===== config.mk =====
export PLATFORM = sky130hd
export DESIGN_NAME = class_constant_pool_entry_parser_top
export DESIGN_NICKNAME = d
export VERILOG_FILES = /design/src/hw/rtl/cpep_pkg.sv /design/src/hw/rtl/class_constant_pool_entry_parser_top.sv
export SDC_FILE = /design/constraint.sdc
export NUM_CORES = 1
export LEC_CHECK = 0
export BUFFER_PORTS_ARGS = -buffer_cell sky130_fd_sc_hd__buf_2
export CORE_ASPECT_RATIO = 1.25
export CORE_MARGIN = 10
export CORE_UTILIZATION = 53
export DETAILED_ROUTE_END_ITERATION = 12
export PLACE_DENSITY = 0.75
export SLEW_MARGIN = 20
export SYNTH_ARGS = -nofsm -noshare
export SYNTH_HDL_FRONTEND = slang
export SYNTH_SLANG_ARGS = --single-unit

===== constraint.sdc =====
create_clock -name clk -period 13.3 [get_ports clk]
set_input_delay 2.66 -clock clk [delete_from_list [all_inputs] [get_ports clk]]
set_output_delay 2.66 -clock clk [all_outputs]
set_load 0.05 [all_outputs]

===== src/hw/rtl/cpep_pkg.sv =====
// Package for the constant-pool entry parser: tag, kind and float-class codes,
// the result bundle and the small decode functions. Depends on nothing.
`default_nettype none
package cpep_pkg;

  typedef logic [7:0]  byte_t;
  typedef logic [15:0] index_t;
  typedef logic [63:0] value_t;
  typedef logic [3:0]  pos_t;

  localparam pos_t POS_TAG     = 4'd0;
  localparam pos_t POS_CONTENT = 4'd15;

  localparam byte_t TAG_UTF8           = 8'd1;
  localparam byte_t TAG_INTEGER        = 8'd3;
  localparam byte_t TAG_FLOAT          = 8'd4;
  localparam byte_t TAG_LONG           = 8'd5;
  localparam byte_t TAG_DOUBLE         = 8'd6;
  localparam byte_t TAG_CLASS          = 8'd7;
  localparam byte_t TAG_STRING         = 8'd8;
  localparam byte_t TAG_FIELDREF       = 8'd9;
  localparam byte_t TAG_METHODREF      = 8'd10;
  localparam byte_t TAG_IMETHODREF     = 8'd11;
  localparam byte_t TAG_NAME_AND_TYPE  = 8'd12;
  localparam byte_t TAG_METHOD_HANDLE  = 8'd15;
  localparam byte_t TAG_METHOD_TYPE    = 8'd16;
  localparam byte_t TAG_INVOKE_DYNAMIC = 8'd18;

  localparam logic [1:0] KIND_FIXED     = 2'd0;
  localparam logic [1:0] KIND_UTF8_HDR  = 2'd1;
  localparam logic [1:0] KIND_UTF8_BYTE = 2'd2;
  localparam logic [1:0] KIND_ERROR     = 2'd3;

  localparam logic [1:0] FC_FINITE  = 2'd0;
  localparam logic [1:0] FC_POS_INF = 2'd1;
  localparam logic [1:0] FC_NEG_INF = 2'd2;
  localparam logic [1:0] FC_NAN     = 2'd3;

  localparam logic [31:0] F32_EXP_MASK  = 32'h7f80_0000;
  localparam logic [31:0] F32_NEG_INF   = 32'hff80_0000;
  localparam logic [31:0] F32_MANT_MASK = 32'h007f_ffff;
  localparam logic [63:0] F64_EXP_MASK  = 64'h7ff0_0000_0000_0000;
  localparam logic [63:0] F64_NEG_INF   = 64'hfff0_0000_0000_0000;
  localparam logic [63:0] F64_MANT_MASK = 64'h000f_ffff_ffff_ffff;

  typedef struct packed {
    logic [1:0] entry_kind;
    byte_t      entry_tag;
    index_t     first_index;
    index_t     second_index;
    value_t     value_bits;
    logic [1:0] float_class;
    logic       last_of_entry;
  } result_t;

  // Body length in bytes; zero marks an invalid tag.
  function automatic pos_t body_len(input byte_t tag);
    pos_t len;
    case (tag)
      TAG_UTF8, TAG_CLASS, TAG_STRING, TAG_METHOD_TYPE: len = 4'd2;
      TAG_INTEGER, TAG_FLOAT, TAG_FIELDREF, TAG_METHODREF, TAG_IMETHODREF,
      TAG_NAME_AND_TYPE, TAG_INVOKE_DYNAMIC: len = 4'd4;
      TAG_LONG, TAG_DOUBLE: len = 4'd8;
      TAG_METHOD_HANDLE: len = 4'd3;
      default: len = 4'd0;
    endcase
    return len;
  endfunction

  function automatic logic [1:0] class32(input logic [31:0] x);
    logic [1:0] fc;
    if ((x & F32_EXP_MASK) != F32_EXP_MASK) fc = FC_FINITE;
    else if ((x & F32_MANT_MASK) != 32'd0) fc = FC_NAN;
    else if (x == F32_EXP_MASK) fc = FC_POS_INF;
    else fc = FC_NEG_INF;
    return fc;
  endfunction

  function automatic logic [1:0] class64(input logic [63:0] x);
    logic [1:0] fc;
    if ((x & F64_EXP_MASK) != F64_EXP_MASK) fc = FC_FINITE;
    else if ((x & F64_MANT_MASK) != 64'd0) fc = FC_NAN;
    else if (x == F64_EXP_MASK) fc = FC_POS_INF;
    else fc = FC_NEG_INF;
    return fc;
  endfunction

endpackage
`default_nettype wire


===== src/hw/rtl/class_constant_pool_entry_parser_top.sv =====
// The beat completed by an accepted byte is registered into the output register,
// or into the skid while that register is held. Throughput: one byte per cycle while
// in_stall is low; a two-deep output (register plus skid) absorbs a stall.
// Reset (rst, synchronous): expect a tag, clear the error halt, empty the output.
// Uses cpep_pkg for codes, the result bundle and the tag/float decode functions.
`default_nettype none
module class_constant_pool_entry_parser_top (
  input  wire logic           clk,
  input  wire logic           rst,
  input  wire logic           in_valid,
  output      logic           in_stall,
  input  wire cpep_pkg::byte_t data_byte,
  input  wire logic           restart,
  output      logic           out_valid,
  input  wire logic           out_stall,
  output      logic [1:0]     entry_kind,
  output      cpep_pkg::byte_t entry_tag,
  output      cpep_pkg::index_t first_index,
  output      cpep_pkg::index_t second_index,
  output      cpep_pkg::value_t value_bits,
  output      logic [1:0]     float_class,
  output      logic           last_of_entry
);
  import cpep_pkg::*;

  // Parser state.
  pos_t    byte_position, byte_position_next;
  byte_t   current_tag, current_tag_next;
  value_t  field_shift, field_shift_next;
  index_t  utf8_remaining, utf8_remaining_next;
  logic    halted_on_error, halted_on_error_next;

  // Output register and skid stage.
  result_t out_res, skid_res, res;
  logic    skid_valid, res_valid;

  logic    in_accept, out_take;
  pos_t    pos_eff;
  value_t  shifted;
  index_t  utf8_dec;

  // The skid stage only fills while the output register is held, so stall
  // the input exactly while it is occupied.
  assign in_stall  = skid_valid;
  assign in_accept = in_valid & ~skid_valid;
  assign out_take  = out_valid & ~out_stall;

  // Restart forces the byte to be read as a tag.
  assign pos_eff  = restart ? POS_TAG : byte_position;
  assign shifted  = {field_shift[55:0], data_byte};
  assign utf8_dec = utf8_remaining - 16'd1;

  always_comb begin
    byte_position_next   = byte_position;
    current_tag_next     = current_tag;
    field_shift_next     = field_shift;
    utf8_remaining_next  = utf8_remaining;
    halted_on_error_next = halted_on_error;
    res                  = '0;
    res_valid            = 1'b0;

    if (in_accept) begin
      byte_position_next   = pos_eff;
      halted_on_error_next = halted_on_error & ~restart;
      if (!(halted_on_error & ~restart)) begin
        if (pos_eff == POS_TAG) begin
          if (body_len(data_byte) == 4'd0) begin
            // Unknown tag: report the byte and halt until restart.
            halted_on_error_next = 1'b1;
            res.entry_kind       = KIND_ERROR;
            res.entry_tag        = data_byte;
            res.last_of_entry    = 1'b1;
            res_valid            = 1'b1;
          end else begin
            current_tag_next    = data_byte;
            field_shift_next    = '0;
            utf8_remaining_next = '0;
            byte_position_next  = 4'd1;
          end
        end else if (pos_eff == POS_CONTENT) begin
          utf8_remaining_next = utf8_dec;
          if (utf8_dec == 16'd0) byte_position_next = POS_TAG;
          res.entry_kind    = KIND_UTF8_BYTE;
          res.entry_tag     = TAG_UTF8;
          res.value_bits    = {56'd0, data_byte};
          res.last_of_entry = (utf8_dec == 16'd0);
          res_valid         = 1'b1;
        end else begin
          // Body byte: shift in big-endian, emit once the body is complete.
          field_shift_next   = shifted;
          byte_position_next = pos_eff + 4'd1;
          if (pos_eff >= body_len(current_tag)) begin
            byte_position_next = POS_TAG;
            res_valid          = 1'b1;
            res.entry_tag      = current_tag;
            res.last_of_entry  = 1'b1;
            res.entry_kind     = KIND_FIXED;
            case (current_tag)
              TAG_UTF8: begin
                utf8_remaining_next = shifted[15:0];
                if (shifted[15:0] != 16'd0) byte_position_next = POS_CONTENT;
                res.entry_kind    = KIND_UTF8_HDR;
                res.value_bits    = {48'd0, shifted[15:0]};
                res.last_of_entry = (shifted[15:0] == 16'd0);
              end
              TAG_INTEGER: res.value_bits = {32'd0, shifted[31:0]};
              TAG_FLOAT: begin
                res.value_bits  = {32'd0, shifted[31:0]};
                res.float_class = class32(shifted[31:0]);
              end
              TAG_LONG: res.value_bits = shifted;
              TAG_DOUBLE: begin
                res.value_bits  = shifted;
                res.float_class = class64(shifted);
              end
              TAG_METHOD_HANDLE: begin
                res.first_index  = {8'd0, shifted[23:16]};
                res.second_index = shifted[15:0];
              end
              TAG_CLASS, TAG_STRING, TAG_METHOD_TYPE: res.first_index = shifted[15:0];
              default: begin
                // Two-index entries.
                res.first_index  = shifted[31:16];
                res.second_index = shifted[15:0];
              end
            endcase
          end
        end
      end
    end
  end

  always_ff @(posedge clk) begin
    if (rst) begin
      byte_position   <= POS_TAG;
      current_tag     <= '0;
      field_shift     <= '0;
      utf8_remaining  <= '0;
      halted_on_error <= 1'b0;
    end else begin
      byte_position   <= byte_position_next;
      current_tag     <= current_tag_next;
      field_shift     <= field_shift_next;
      utf8_remaining  <= utf8_remaining_next;
      halted_on_error <= halted_on_error_next;
    end
  end

  // Output register with skid: refill from the skid first, else from the
  // new beat; while the output is held, park a new beat in the skid.
  always_ff @(posedge clk) begin
    if (rst) begin
      out_valid  <= 1'b0;
      skid_valid <= 1'b0;
    end else if (out_take || !out_valid) begin
      out_valid  <= skid_valid | res_valid;
      skid_valid <= 1'b0;
    end else if (res_valid) begin
      skid_valid <= 1'b1;
    end
  end

  always_ff @(posedge clk) begin
    if (out_take || !out_valid) begin
      out_res <= skid_valid ? skid_res : res;
    end else if (res_valid) begin
      skid_res <= res;
    end
  end

  assign entry_kind    = out_res.entry_kind;
  assign entry_tag     = out_res.entry_tag;
  assign first_index   = out_res.first_index;
  assign second_index  = out_res.second_index;
  assign value_bits    = out_res.value_bits;
  assign float_class   = out_res.float_class;
  assign last_of_entry = out_res.last_of_entry;

endmodule
`default_nettype wire


==> flow_metrics.tcl, run 1 <==
set metrics [dict create \
    core_mm2 0.0244 \
    yosysWarnings 0 \
    finalMaxSlewViolations 0 \
    powerDensity_mw_per_mm2 137 \
    ys_types 65 \
    route.antenna.remaining_nets 0 \
    clock_power_share_pct 40.3 \
    hp-class "flop to flop" \
    rr_startpoint "current_tag[7]$_SDFFE_PP0P_" \
    wl_um 30900 \
    required_ps 13460 \
    place_hpwl_um 20100 \
    gp_congestion 0.823 \
    ff_latch_area_mm2 0.00837 \
    grtUsageTotal_pct 19.1 \
    period_needed_ps 5800 \
    critical_path.most_common_cell "buf_4" \
    synthesis.nets 1138 \
    r2r-end "value_bits[32]$_DFFE_PP_" \
    fin_util_pct 61.0 \
    synthesis.area_mm2 0.0131 \
    ys.flop_type "edfxtp_1" \
    layout_common_cells "218 x edfxtp_1, 123 x buf_2, 101 x a21o_1" \
    post_cts_resized 0 \
    ys_seq_elements 309 \
    syn_area_per_cell_um2 11.8 \
    drt-pass1-iter-count 5 \
    post_cts_buffers 0 \
    crit_chain "buf_2 -> inv_1 -> ha_1 -> and2b_1 -> o311a_1 -> o211ai_1 -> nand2_1 -> nor3_2 -> buf_4 -> buf_4" \
    crit_type "primary input to flop" \
    grt_pass1_wl_um 49300 \
    design_area_mm2 0.0149 \
    io_pins 124 \
    synthArstFlopShare_pct 0 \
    clockBufferDepth 3 \
    fmax_ghz 0.172 \
    cts_tree "built" \
    clock-skew-final_ps 12.7 \
    fin_nets 1233 \
    nFillCells 1882 \
    p_int_uw 1570 \
    crit_buf_inv 4 \
    drv_cap 0 \
    layout-drive-gt1-share_pct 17.0 \
    cp-end-kind "flop" \
    fp.dieW_um 161 \
    antenna_found_initial 1 \
    placed_cell_area_mm2 0.0139 \
    r2r_slack_ps 9570 \
    drt_iter0_markers 978 \
    wl_per_cell_um 19.9 \
    worstMarginPinSlew_ps 1030 \
    drc_errors 0 \
    dieHeight_um 196 \
    multi_input_area_mm2 0.00438 \
    diodes 0 \
    htree_levels 1 \
    die_area_mm2 0.0314 \
    cp-startpoint "data_byte[1]" \
    arrival_ps 5950 \
    switching_share_pct 23.3 \
    seqPwrFrac_pct 52.1 \
    crit_path_end "skid_res[4]$_DFFE_PP_" \
    cpLargestDelayFamily "buffers and inverters" \
    numCtsBuffers 28 \
    setup_viol 0 \
    ctsHoldBuffers 0 \
    layout_commonest_cell "edfxtp_1" \
    io_buffer_count 123 \
    hold_violations 0 \
    insertion_delay_ps 540 \
    rsz0062_at_grt "false" \
    crit_cells 10 \
    routed_via_density 5.80 \
    area_growth_pct 13.9 \
    grt_pass1_vias 8856 \
    synth_edf_count 218 \
    cts-root-buf "clkbuf_16" \
    cp_max_fo 76 \
    grt_max_degree 95 \
    grt-ovfl-total 0 \
    combPwrFrac_pct 7.6 \
    run_status "finished, final reports clean" \
    max-slew-margin-rel_pct 31.3 \
    slowest_stage "buf_4" \
    row_count 64 \
    route.vias.total 9006 \
    netlist_instances 1107 \
    fin_tns_setup_ps 0 \
    p_switching_uw 478 \
    slowest_delay_ps 810 \
    rr_worst_depth 10 \
    period_share_pct 43.6 \
    seq_area_frac_synth_pct 64.0 \
    clock-sinks 309 \
    path_clk_slew_ps 60 \
    p_leak_uw 0.00649 \
    peakVddDrop_mv 0.0758 \
    start_kind "primary input" \
    start_util_pct 53.6 \
]
stage by stage:
stage	hold WS, ps	total power, µW	instances	setup slack [ps]
final	467	2050	1554	7500
after global placement	459	1240	1502	7100
after CTS	471	2060	1554	7580
after detailed placement	461	1240	1502	7020
after floorplan	440	1200	1107	908
after global routing	499	2100	1554	7320
cell type report:
cell class	count	area share, %
Inverter	22	0.554
Multi-Input combinational cell	707	29.4
Tap cell	330	2.77
Timing Repair Buffer	134	4.69
Clock inverter	11	0.873
Sequential cell	309	56.2
Clock buffer	41	5.51
synth_stat cells, drive strengths merged (10+ instances only):
cell type / instances / area (µm²)
nor3: 23 / 136
nor2: 44 / 168
buf: 10 / 67.6
xnor2: 10 / 87.6
dfxtp: 91 / 1820
and2: 79 / 497
edfxtp: 218 / 6550
a22oi: 18 / 135
inv: 22 / 82.6
o21ai: 21 / 109
nand3: 68 / 340
nor4: 19 / 125
clkbuf: 59 / 221
a21oi: 98 / 494
nand2: 99 / 372
ha: 18 / 225
a21o: 101 / 758
layer usage:
layer	GRT usage, %	routed length [µm]
met2	32.9	16100
met5	0	17
met3	3.64	1840
met4	5.82	561
met1	23.8	12300
kinds of logic (layout without fill, tap and decap cells):
group,count (synthesis),after routing,share of synthesized area [%]
simple gates,383,383,15.2
flops,309,309,64.0
compound gates,280,280,14.3
buf+inv,91,208,2.84
fa+ha+maj,18,18,1.72
xor+xnor,14,14,0.937
mux,12,12,1.00
power groups by stage:
stage	sequential [µW]	clock [µW]	combinational [µW]
CTS	1070	834	156
floorplan	1170	0	37.4
global placement	1090	0	155
global route	1070	871	162
detailed placement	1090	0	156
finish	1070	825	155
worst min path at each step:
| stage | from | end | slack, ps | cells past startpoint |
|---|---|---|---|---|
| floorplan | field_shift[50]$_SDFFE_PP0P_ | field_shift[50]$_SDFFE_PP0P_ | 440 | 2 |
| global placement | field_shift[53]$_SDFFE_PP0P_ | field_shift[53]$_SDFFE_PP0P_ | 460 | 2 |
| detailed placement | utf8_remaining[6]$_SDFFE_PP0P_ | utf8_remaining[6]$_SDFFE_PP0P_ | 460 | 2 |
| CTS | utf8_remaining[6]$_SDFFE_PP0P_ | utf8_remaining[6]$_SDFFE_PP0P_ | 470 | 2 |
| global route | field_shift[51]$_SDFFE_PP0P_ | field_shift[51]$_SDFFE_PP0P_ | 500 | 2 |
| finish | utf8_remaining[6]$_SDFFE_PP0P_ | utf8_remaining[6]$_SDFFE_PP0P_ | 470 | 2 |
tightest hold or removal path, cell delays in order (launching register included):
cell     delay [ps]
dfxtp_1         300
inv_1            40
o32ai_1          70
sequential cells by signal, summed over array words and instances, names as in the netlist, 4 cells and up, named ones only:
register        flops
first_index        16
value_bits         64
utf8_remaining     16
entry_tag           8
second_index       16
byte_position       4
skid_res          109
field_shift        56
current_tag         8
Note: power is estimated with default switching activity, not from simulation.
==> run 2: changes to the inputs <==
Settings changed: ABC_AREA set to 1, CORE_UTILIZATION 53 to 60, PLACE_DENSITY 0.75 to 0.8.
Clock period 13.3 ns to 6.1 ns, I/O delays scaled along.
==> flow_metrics.tcl, run 2 <==
set metrics [dict create \
    synth_edf_count 218 \
    design_area_mm2 0.0159 \
    holdCritStartpoint "current_tag[5]$_SDFFE_PP0P_" \
    area_growth_pct 12.1 \
    synthesis.area_mm2 0.0142 \
    yosysMostFrequentCell "nor2_1" \
    rr_startpoint "in_stall$_SDFFE_PP0P_" \
    routed_via_density 5.65 \
    hp-class "flop to flop" \
    powerDensity_mw_per_mm2 306 \
    synthArstFlopShare_pct 0 \
    yosysWarnings 0 \
    synth_top_family_by_area "simple AND/OR/NAND/NOR gates" \
    core_mm2 0.0231 \
    hold_violations 0 \
    max-slew-margin-rel_pct 32.6 \
    diodes 0 \
    grtUsageTotal_pct 22.0 \
    insertion_delay_ps 540 \
    top_register "skid_res" \
    drt-pass1-iter-count 5 \
    arrival_ps 4240 \
    fin_nets 1595 \
    cts_tree "built" \
    io_pins 124 \
    clock-skew-final_ps 8.03 \
    min_to "current_tag[5]$_SDFFE_PP0P_" \
    start_kind "primary input" \
    fmax_ghz 0.249 \
    row_count 62 \
    synth_mux_area_share_pct 0 \
    fin_tns_setup_ps 0 \
    dieHeight_um 192 \
    synth_compound_gate_area_share_pct 10.3 \
    cp-end-kind "flop" \
    clockBufferDepth 3 \
    grt-ovfl-total 0 \
    worstMarginPinSlew_ps 1010 \
    clock-sinks 309 \
    crit_type "primary input to flop" \
    setup_viol 0 \
    r2r_slack_ps 2420 \
    route.antenna.remaining_nets 0 \
    numCtsBuffers 29 \
    yosysTopAreaCell "edfxtp_1" \
    gp_congestion 0.892 \
    cts-root-buf "clkbuf_16" \
    synth-xor-area-share_pct 0.247 \
    placed_cell_area_mm2 0.0150 \
    period_needed_ps 4010 \
    power_uw 4850 \
    fin_cells 1874 \
    required_ps 6330 \
    route.vias.total 10600 \
    synthesis.nets 1499 \
    ys_types 46 \
    post_cts_resized 0 \
    seq_area_frac_synth_pct 59.1 \
    fp.dieW_um 157 \
    path_clk_slew_ps 60 \
    antenna_found_initial 1 \
    run_status "finished, final reports clean" \
    drt_iter0_markers 865 \
    wl_per_cell_um 18.1 \
    die_area_mm2 0.0302 \
    grt_max_degree 82 \
    yosysTopAreaCellShare_pct 46.2 \
    layout_commonest_cell "nor2_1" \
    synthAdderAreaFrac_pct 1.59 \
    cp_max_fo 62 \
    htree_levels 1 \
    rr_worst_depth 13 \
    ctsHoldBuffers 0 \
    slowest_delay_ps 750 \
    drv_cap 0 \
    slowest_stage "nor2_4" \
    largest_reg_flops 109 \
    io_buffer_count 123 \
    critical_path.most_common_cell "nand2_1" \
    netlist_instances 1468 \
    ys_seq_elements 309 \
    synth_common_cells "265 x nor2_1, 228 x nand2_1, 218 x edfxtp_1" \
    place_hpwl_um 23800 \
    drc_errors 0 \
    finalMaxSlewViolations 0 \
    whs_path_depth 2 \
    rsz0062_at_grt "false" \
    synth-simple-area-share_pct 22.0 \
    p_leak_uw 0.00677 \
    dp.cells 1821 \
    peakVddDrop_mv 0.193 \
    syn_area_per_cell_um2 9.65 \
    wl_um 33900 \
    layout_common_cells "264 x nor2_1, 227 x nand2_1, 218 x edfxtp_1" \
    crit_chain "buf_2 -> inv_2 -> nand2_1 -> ha_1 -> nand3_4 -> inv_4 -> nand4_4 -> nand2_1 -> a21oi_1 -> inv_1 -> nor2_4 -> buf_12" \
    yosys-top-cells-area "edfxtp_1 46%, dfxtp_1 13%, nor2_1 7.0%" \
    layout-drive-gt1-share_pct 17.5 \
    period_share_pct 65.7 \
    start_util_pct 61.3 \
    post_cts_buffers 0 \
    grt_pass1_vias 10300 \
    ys.flop_type "edfxtp_1" \
    grt_pass1_wl_um 53400 \
]
[run 2: cell count changes after synthesis, sizes merged, moves of 43 or more]
cell,change
a21o,-101
and2,-79
nand2,+138
inv,+145
a211oi,+49
o21ai,+43
nor2,+236
[run 2: metrics by stage]
stage | utilization [%] | hold WS, ps | setup WS (ps)
2_1_floorplan | - | 440 | 324
3_3_place_gp | 64.8 | 463 | 1620
3_5_place_dp | 64.8 | 468 | 1530
4_1_cts | 68.7 | 477 | 2090
5_1_grt | 68.7 | 490 | 1840
6_report | 68.7 | 476 | 2090
[run 2: logic make-up after synthesis]
logic type / count (synthesis)
and+or+nand+nor: 656
DFF: 309
AOI/OAI and AO/OA: 247
buffers and inverters: 234
adders and majority gates: 18
xor gates and xnor gates: 4
[run 2: worst max-delay path by stage]
stage,from,to,slack (ps),depth (start not counted)
5_1_grt,restart,skid_res[52]$_DFFE_PP_,1840,12
2_1_floorplan,restart,skid_res[0]$_DFFE_PP_,320,12
3_3_place_gp,restart,skid_res[52]$_DFFE_PP_,1620,12
4_1_cts,restart,skid_res[53]$_DFFE_PP_,2090,12
3_5_place_dp,restart,skid_res[52]$_DFFE_PP_,1530,12
6_report,restart,skid_res[53]$_DFFE_PP_,2090,12
[run 2: worst max-delay path, delay by kind of cell]
family	cells	cell delay, ps
fa+ha+maj	1	260
buf+inv	5	830
compound gates	1	200
simple gates	5	1710
[run 2: cell type report]
| type | instances | area [µm²] |
|---|---|---|
| multi-input combinational | 925 | 4860 |
| tap | 288 | 360 |
| fill | 1764 | 7240 |
| timing repair buffer | 132 | 746 |
| sequential | 309 | 8370 |
| inverter | 167 | 639 |
| clock buffer | 46 | 840 |
| clock inverter | 7 | 61.3 |
[run 2: layer usage]
layer / GRT usage [%] / part of all wire (%)
met1: 25.8 / 38
met2: 40.0 / 52
met3: 3.02 / 6.0
met4: 7.93 / 3.2
met5: 0 / 0.032
[run 2: report_power, final]
group          internal [µW]  total (µW)  switching (µW)
clock network            980        1730             746
registers               2360        2410            50.3
logic                    155         715             560
total                   3490        4850            1360
==> run 3: changes to the inputs <==
Settings changed: ABC_AREA 1 to 0, CORE_UTILIZATION 60 to 59, PLACE_DENSITY 0.8 to 0.79.
Clock period 6.1 ns to 3.8 ns, I/O delays scaled along.
==> flow_metrics.tcl, run 3 (synthesized netlist as in run 1, its figures left out) <==
set metrics [dict create \
    run_status "finished, final reports clean" \
    r2r-end "value_bits[29]$_DFFE_PP_" \
    htree_levels 1 \
    cts-root-buf "clkbuf_16" \
    required_ps 4210 \
    rr_worst_depth 10 \
    crit_type "flop to flop" \
    hold_violations 0 \
    start_kind "flop" \
    top_register "skid_res" \
    max-slew-margin-rel_pct 38.8 \
    power_uw 7030 \
    arrival_ps 3730 \
    hp-class "flop to flop" \
    clock-skew-final_ps 12.8 \
    drc_errors 0 \
    io_pins 124 \
    route.vias.total 9215 \
    gp_congestion 0.948 \
    drt-pass1-iter-count 5 \
    finalMaxSlewViolations 0 \
    rr_startpoint "current_tag[7]$_SDFFE_PP0P_" \
    clockBufferDepth 3 \
    grt_pass1_vias 8914 \
    peakVddDrop_mv 0.404 \
    path_clk_slew_ps 70 \
    nFillCells 1580 \
    layout_common_cells "218 x edfxtp_1, 123 x buf_2, 101 x a21o_1" \
    fp.dieW_um 153 \
    layout-drive-gt1-share_pct 17.8 \
    wl_per_cell_um 20.3 \
    row_count 60 \
    dieHeight_um 186 \
    setup_viol 0 \
    diodes 0 \
    cp-end-kind "flop" \
    fin_cells 1518 \
    ctsHoldBuffers 0 \
    post_cts_buffers 0 \
    powerDensity_mw_per_mm2 469 \
    drt_iter0_markers 867 \
    drv_cap 0 \
    antenna_found_initial 0 \
    place_hpwl_um 20500 \
    route.antenna.remaining_nets 0 \
    clock-sinks 309 \
    numCtsBuffers 28 \
    largest_reg_flops 109 \
    fin_tns_setup_ps 0 \
    fin_nets 1248 \
    area_growth_pct 14.5 \
    io_buffer_count 123 \
    layout_commonest_cell "edfxtp_1" \
    fmax_ghz 0.301 \
    wl_um 30800 \
    die_area_mm2 0.0286 \
    dp.cells 1466 \
    cts_tree "built" \
    cp_max_fo 16 \
    worstMarginPinSlew_ps 915 \
    routed_via_density 6.07 \
    insertion_delay_ps 550 \
    min_to "field_shift[52]$_SDFFE_PP0P_" \
    period_needed_ps 3320 \
    post_cts_resized 0 \
    start_util_pct 60.3 \
    r2r_slack_ps 480 \
    core_mm2 0.0217 \
    holdCritStartpoint "field_shift[52]$_SDFFE_PP0P_" \
    hold_ws_ps 470 \
    grt_pass1_wl_um 49000 \
    grtUsageTotal_pct 20.7 \
    grt-ovfl-total 0 \
    whs_path_depth 2 \
    rsz0062_at_grt "false" \
    p_leak_uw 0.00655 \
    grt_max_degree 112 \
    period_share_pct 87.5 \
]
## run 3: cell count changes in the layout (fill, tap and decap cells not counted), moves of 39 or more
| cell | change |
|---|---|
| and2_1 | +77 |
| nor2_1 | -221 |
| a21o_1 | +101 |
| nor3_2 | -43 |
| a211oi_1 | -49 |
| inv_1 | -123 |
| nand2_1 | -130 |
| o21ai_0 | -39 |
## run 3: worst max path at each step
stage / cells past startpoint / to / from / slack [ps]
2_1_floorplan: 7 / skid_res[0]$_DFFE_PP_ / data_byte[0] / -1330
3_3_place_gp: 10 / value_bits[25]$_DFFE_PP_ / restart / 240
3_5_place_dp: 10 / value_bits[29]$_DFFE_PP_ / restart / 120
4_1_cts: 10 / value_bits[29]$_DFFE_PP_ / current_tag[7]$_SDFFE_PP0P_ / 490
5_1_grt: 10 / value_bits[29]$_DFFE_PP_ / current_tag[7]$_SDFFE_PP0P_ / 230
6_report: 10 / value_bits[29]$_DFFE_PP_ / current_tag[7]$_SDFFE_PP0P_ / 480
## run 3: layout make-up
type                       instances  area, µm²  area share [%]
timing repair buffer             149        902            6.02
inverter                          22       82.6           0.551
clock inverter                    17        164            1.09
clock buffer                      35        727            4.85
sequential                       309       8370            55.9
tap                              279        349            2.33
multi-input combinational        707       4390            29.3
## run 3: per-stage QoR
stage / instance area (µm²) / utilization, % / worst slack, ps
2_1_floorplan: 13100 / - / -1330
3_3_place_gp: 14100 / 64.9 / 237
3_5_place_dp: 14100 / 64.9 / 122
4_1_cts: 15000 / 69.0 / 487
5_1_grt: 15000 / 69.1 / 230
6_report: 15000 / 69.1 / 477
## run 3: critical path: stages, from the launching register on
cell and delay [ps]:
dfxtp_1 330, nor3_2 440, and2_1 230, ha_1 130, nand2b_1 90, a21oi_1 60, o21ai_0 270, nand3_1 420
nor2_1 850, and2_1 270, a21o_1 100
## run 3: metal layers
metal  part of all wire (%)  up-vias  global-route usage, %
li1                       -     4287                      -
met1                     40     4513                   25.7
met2                     50      342                   35.2
met3                    6.1       73                   3.45
met4                    3.4        0                   7.79
met5                      0        -                      0
## run 3: power by group
part | internal (µW) | switching, µW | leakage, µW
Clock | 1560 | 1190 | 0.000432
Sequential | 3690 | 29.4 | 0.00298
Combinational | 106 | 454 | 0.00314
Total | 5360 | 1670 | 0.00655
